**src/rtl/core/vrf_pkg.sv**
```systemverilog
// Shared widths and constants for the vector refraction pipeline.
// No dependencies; imported by every module of the block.
package vrf_pkg;

	localparam int unsigned VEC_W   = 16;
	localparam int unsigned OUT_W   = 20;
	localparam int unsigned DN_W    = 32;
	localparam int unsigned DOT_W   = 34;
	localparam int unsigned T42_W   = 50;
	localparam int unsigned T28_W   = 36;
	localparam int unsigned PR_W    = 53;
	localparam int unsigned P_W     = 27;
	localparam int unsigned SQ_W    = 48;
	localparam int unsigned Q_W     = 51;
	localparam int unsigned RAD_W   = 48;
	localparam int unsigned ROOT_W  = RAD_W / 2;
	localparam int unsigned AP_W    = 42;
	localparam int unsigned A_W     = 28;
	localparam int unsigned SUM_W   = 29;

	localparam logic signed [DOT_W-1:0] ONE_Q28_C = DOT_W'(64'sd268435456);
	localparam logic signed [Q_W-1:0]   ONE_Q28_Q = Q_W'(64'sd268435456);
	localparam logic signed [SUM_W-1:0] OUT_MAX   = SUM_W'(64'sd524287);
	localparam logic signed [SUM_W-1:0] OUT_MIN   = -SUM_W'(64'sd524288);

	typedef logic signed [VEC_W-1:0] vec_t;
	typedef logic signed [P_W-1:0]   perp_t;

endpackage

```
**src/rtl/core/vrf_isqrt.sv**
```systemverilog
// Pipelined integer square root, one result bit per stage, floor rounding.
// Carries a side payload alongside the radicand; uses vrf_pkg.
module vrf_isqrt
	import vrf_pkg::*;
#(
	parameter int unsigned RW     = 48,
	parameter int unsigned SIDE_W = 123
) (
	input  logic                clk,
	input  logic                arst_n,
	input  logic                adv,
	input  logic                vin,
	input  logic [RW-1:0]       rad,
	input  logic [SIDE_W-1:0]   side_in,
	output logic                vout,
	output logic [RW/2-1:0]     root,
	output logic [SIDE_W-1:0]   side_out
);

	localparam int unsigned ST  = RW / 2;
	localparam int unsigned REM = ST + 3;

	logic              v_s    [0:ST];
	logic [RW-1:0]     rad_s  [0:ST];
	logic [REM-1:0]    rem_s  [0:ST];
	logic [ST-1:0]     root_s [0:ST];
	logic [SIDE_W-1:0] side_s [0:ST];

	assign v_s[0]    = vin;
	assign rad_s[0]  = rad;
	assign rem_s[0]  = '0;
	assign root_s[0] = '0;
	assign side_s[0] = side_in;

	for (genvar k = 0; k < ST; k++) begin : g_stage
		logic [REM-1:0] rem_nx;
		logic [REM-1:0] trial;

		assign rem_nx = {rem_s[k][REM-3:0], rad_s[k][RW-1 -: 2]};
		assign trial  = REM'({root_s[k], 2'b01});

		always_ff @(posedge clk or negedge arst_n) begin
			if (!arst_n) begin
				v_s[k+1] <= 1'b0;
			end else if (adv) begin
				v_s[k+1] <= v_s[k];
			end
		end

		always_ff @(posedge clk) begin
			if (adv) begin
				rad_s[k+1]  <= {rad_s[k][RW-3:0], 2'b00};
				side_s[k+1] <= side_s[k];
				if (rem_nx >= trial) begin
					rem_s[k+1]  <= rem_nx - trial;
					root_s[k+1] <= {root_s[k][ST-2:0], 1'b1};
				end else begin
					rem_s[k+1]  <= rem_nx;
					root_s[k+1] <= {root_s[k][ST-2:0], 1'b0};
				end
			end
		end
	end

	assign vout     = v_s[ST];
	assign root     = root_s[ST];
	assign side_out = side_s[ST];

endmodule

```
**config.mk**
```make
export PLATFORM = sky130hd
export DESIGN_NAME = vrf_isqrt
export DESIGN_NICKNAME = d
export VERILOG_FILES = /design/src/rtl/core/vrf_pkg.sv /design/src/rtl/core/vrf_isqrt.sv
export SDC_FILE = /design/constraint.sdc
export NUM_CORES = 2
export LEC_CHECK = 0
export BUFFER_PORTS_ARGS = -buffer_cell sky130_fd_sc_hd__buf_4
export CAP_MARGIN = 15
export CORE_MARGIN = 2
export CORE_UTILIZATION = 35
export CTS_CLUSTER_DIAMETER = 60
export DETAILED_ROUTE_END_ITERATION = 12
export SLEW_MARGIN = 10
export SYNTH_ARGS = -nofsm -noshare
export SYNTH_HDL_FRONTEND = slang
export SYNTH_SLANG_ARGS = --single-unit
```
**constraint.sdc**
```tcl
create_clock -name clk -period 3 [get_ports clk]
set_input_delay 0.3 -clock clk [delete_from_list [all_inputs] [get_ports clk]]
set_output_delay 0.3 -clock clk [all_outputs]
set_load 0.005 [all_outputs]
```
==> flow_metrics.py <==
metrics = {
    "place": {
        "dp.cells": 14500,
        "detailed_place_hpwl_um": 152000,
        "io_buffers": 322,
        "routabilityCongestion": 0.876,
    },
    "routing": {
        "finalWirelength_um": 239000,
        "vias_per_cell": 4.42,
        "vias": 69100,
        "ant_nets": 0,
        "firstDrtPassIters": 6,
        "drt_iter0_drc": 4883,
        "wl_per_cell_um": 15.3,
        "drcViolationCount": 0,
    },
    "sta": {
        "tightestPinTransition_ps": 916,
        "fin_crit_ps": 3040,
        "setup_violations": 8,
        "relSlewSlack_pct": 38.9,
        "max_freq_ghz": 0.329,
        "drv_slew": 0,
        "skew_ps": 82.2,
        "rsz0062_at_grt": "true",
        "final.period_utilization_pct": 101,
        "layout_setup_ws_ps": -42.3,
        "hold_violations": 0,
    },
    "critical_path": {
        "crit_type": "flip-flop to flip-flop",
        "cp.arrival_ps": 3770,
        "worstSetupEndpointType": "flip-flop",
        "cp_max_fo": 4,
        "required_ps": 3720,
        "r2r_slack_ps": -40,
        "critPathLaunchType": "flip-flop",
    },
    "clock_network": {
        "cts_max_level": 5,
        "clk_latency_ps": 1010,
        "cts.reportedPaths.clkPinSlew_ps": 60,
        "clockBufferDepth": 4,
        "cts_tree": "yes",
        "cts_buffers": 450,
        "clock_sinks": 4371,
        "root_buffer": "clkbuf_16",
    },
    "floorplan": {
        "core-area_um2": 441000,
        "die_y_um": 670,
        "start_util_pct": 35.2,
        "io_pins": 323,
        "die-area_um2": 449000,
        "rows": 244,
        "die_width_um": 670,
    },
    "synth": {
        "synth_edf_count": 4347,
        "ys_async_sr_fraction_pct": 0.549,
        "ys_warn_count": 0,
        "syn_inst": 8079,
        "syn-num-nets": 8579,
        "yosys_register_bits": 4371,
        "synth_area_um2": 155000,
        "synth-main-ff-cell": "edfxtp_1",
        "yosysSeqAreaShare_pct": 84.5,
        "synth.distinct_cells": 89,
        "syn_avg_cell_area_um2": 19.2,
    },
    "global_routing": {
        "gr-usage-all-layers_pct": 10.3,
        "grt_pass1_vias": 70800,
        "grt_max_degree": 136,
        "grt-ovfl-total": 0,
        "antenna_found_initial": 3,
        "grt_pass1_wl_um": 377000,
    },
    "power": {
        "power.density_nw_per_um2": 760,
        "power_leakage_nw": 66.2,
        "peakVddDrop_mv": 0.589,
    },
    "run": {
        "max_cap_violations": 0,
    },
    "layout": {
        "layout_commonest_cell": "edfxtp_1",
        "area_growth_pct": 20.0,
        "final_nets": 9867,
        "fin_cells": 15600,
        "drive_gt1_share_pct": 16.3,
        "final_util_pct": 42.2,
        "layout_common_cells": "edfxtp_1 (4347), buf_4 (664), clkbuf_16 (453)",
    },
    "status": {
        "status": "complete, but fails checks",
        "violations": "setup timing",
    },
    "hold_path": {
        "hold_path.class": "primary input to flip-flop",
    },
}
[state kept, by name, summed over array words and instances, names as in the netlist]
| register | flops |
|---|---|
| v_s | 23 |
| side_s | 2829 |
| vout | 1 |
| g_stage.trial | 276 |
| side_out | 123 |
| rad_s | 506 |
| root | 24 |
| g_stage.rem_nx | 589 |
[synth_stat cells (all sizes together), types with 9 or more instances]
| master | n | area (um^2) |
|---|---|---|
| mux2i | 10 | 100 |
| a21o | 92 | 691 |
| xor2 | 185 | 1620 |
| and2 | 24 | 150 |
| o21bai | 16 | 120 |
| clkbuf | 79 | 297 |
| nand2b | 69 | 432 |
| nor2b | 35 | 219 |
| nor3 | 116 | 586 |
| nor2 | 298 | 1120 |
| nand3 | 67 | 335 |
| nand3b | 18 | 143 |
| o21a | 55 | 413 |
| or4 | 27 | 214 |
| nand4 | 53 | 332 |
| or2 | 22 | 138 |
| nor4 | 64 | 449 |
| dfrtp | 24 | 601 |
| a211oi | 29 | 233 |
| buf | 140 | 1010 |
| o211ai | 21 | 158 |
| o21ai | 250 | 1250 |
| ha | 325 | 4070 |
| inv | 409 | 1540 |
| and4 | 9 | 78.8 |
| o31a | 9 | 78.8 |
| a31oi | 25 | 156 |
| nand2 | 342 | 1280 |
| nor4b | 15 | 156 |
| nand4b | 14 | 123 |
| mux2 | 70 | 788 |
| nor3b | 10 | 75.1 |
| or3 | 47 | 294 |
| o31ai | 27 | 203 |
| a2111oi | 10 | 106 |
| edfxtp | 4347 | 131000 |
| and3 | 27 | 169 |
| a21oi | 325 | 1630 |
| xnor2 | 263 | 2300 |
[routing by layer]
metal	vias up	track usage [%]	part of all wire [%]
li1	33600	-	-
met1	33600	12.0	41
met2	1336	18.3	51
met3	638	2.08	4.4
met4	0	4.32	4.2
met5	-	0	0
[logic make-up after synthesis]
family	Yosys count	share of synthesized area (%)
DFF	4371	84.5
and+or+nand+nor	1263	4.09
AOI/OAI and AO/OA	963	3.85
buffers and inverters	628	1.83
xor gates and xnor gates	448	2.53
adders and majority gates	325	2.62
muxes	80	0.572
other	1	0.00242
[cell type report]
cell class | instances | area, um^2
Sequential cell | 4371 | 131000
Antenna cell | 2 | 5.00
Clock inverter | 286 | 2990
Tap cell | 5904 | 7390
Timing Repair Buffer | 1055 | 9570
Inverter | 409 | 1540
Fill cell | 38300 | 255000
Clock buffer | 538 | 11700
Multi-Input combinational cell | 3080 | 21900
[power breakdown]
part	leakage [nW]	internal [W]	switching, W
Clock	7.11	0.0313	0.0227
Combinational	16.6	0.00544	0.00679
Sequential	42.6	0.0730	0.00211
[critical path: stages (launching register included)]
cell and delay [ps]:
edfxtp_1 460, inv_2 110, ha_4 210, nor2b_4 120, o31a_1 320, o21ai_1 130, o211ai_1 220, or4_4 540
a311oi_2 300, buf_4 200, nand2_4 60, xnor2_2 130
[what timing repair did]
action                                 CTS  global route
pin swaps                                4            48
endpoints found under the hold margin  349             0
hold buffers                           318             0
setup buffers                            3            30
resized for setup                       14           129
gates cloned                             0             3
setup endpoints to repair               68           273
[stage by stage]
stage	hold WS [ps]	power (W)	setup TNS, ps	cell area (um^2)	setup slack [ps]
2_1_floorplan	4.41	0.0828	0	155000	10.5
3_3_place_gp	198	0.0875	-1970	167000	-110
3_5_place_dp	215	0.0880	-1490	167000	-101
4_1_cts	0.0459	0.143	-10.4	185000	-10.4
5_1_grt	29.2	0.148	-2910	186000	-153
6_report	108	0.141	-158	186000	-42.3
[path summary, 6_finish.rpt]
check,start,to,depth (start not counted)
min in group asynchronous,arst_n,v_s[7]$_DFFE_PN0P_,3
max reg2reg,g_stage[14].trial[2]$_DFFE_PP_,g_stage[15].rem_nx[22]$_DFFE_PP_,11
min,rad[25],rad_s[1131]$_DFFE_PP_,2
min reg2reg,side_s[1825]$_DFFE_PP_,side_s[1702]$_DFFE_PP_,0
max,g_stage[14].trial[2]$_DFFE_PP_,g_stage[15].rem_nx[22]$_DFFE_PP_,11
max in group asynchronous,arst_n,v_s[18]$_DFFE_PN0P_,4
Note: power is estimated with default switching activity, not from simulation.
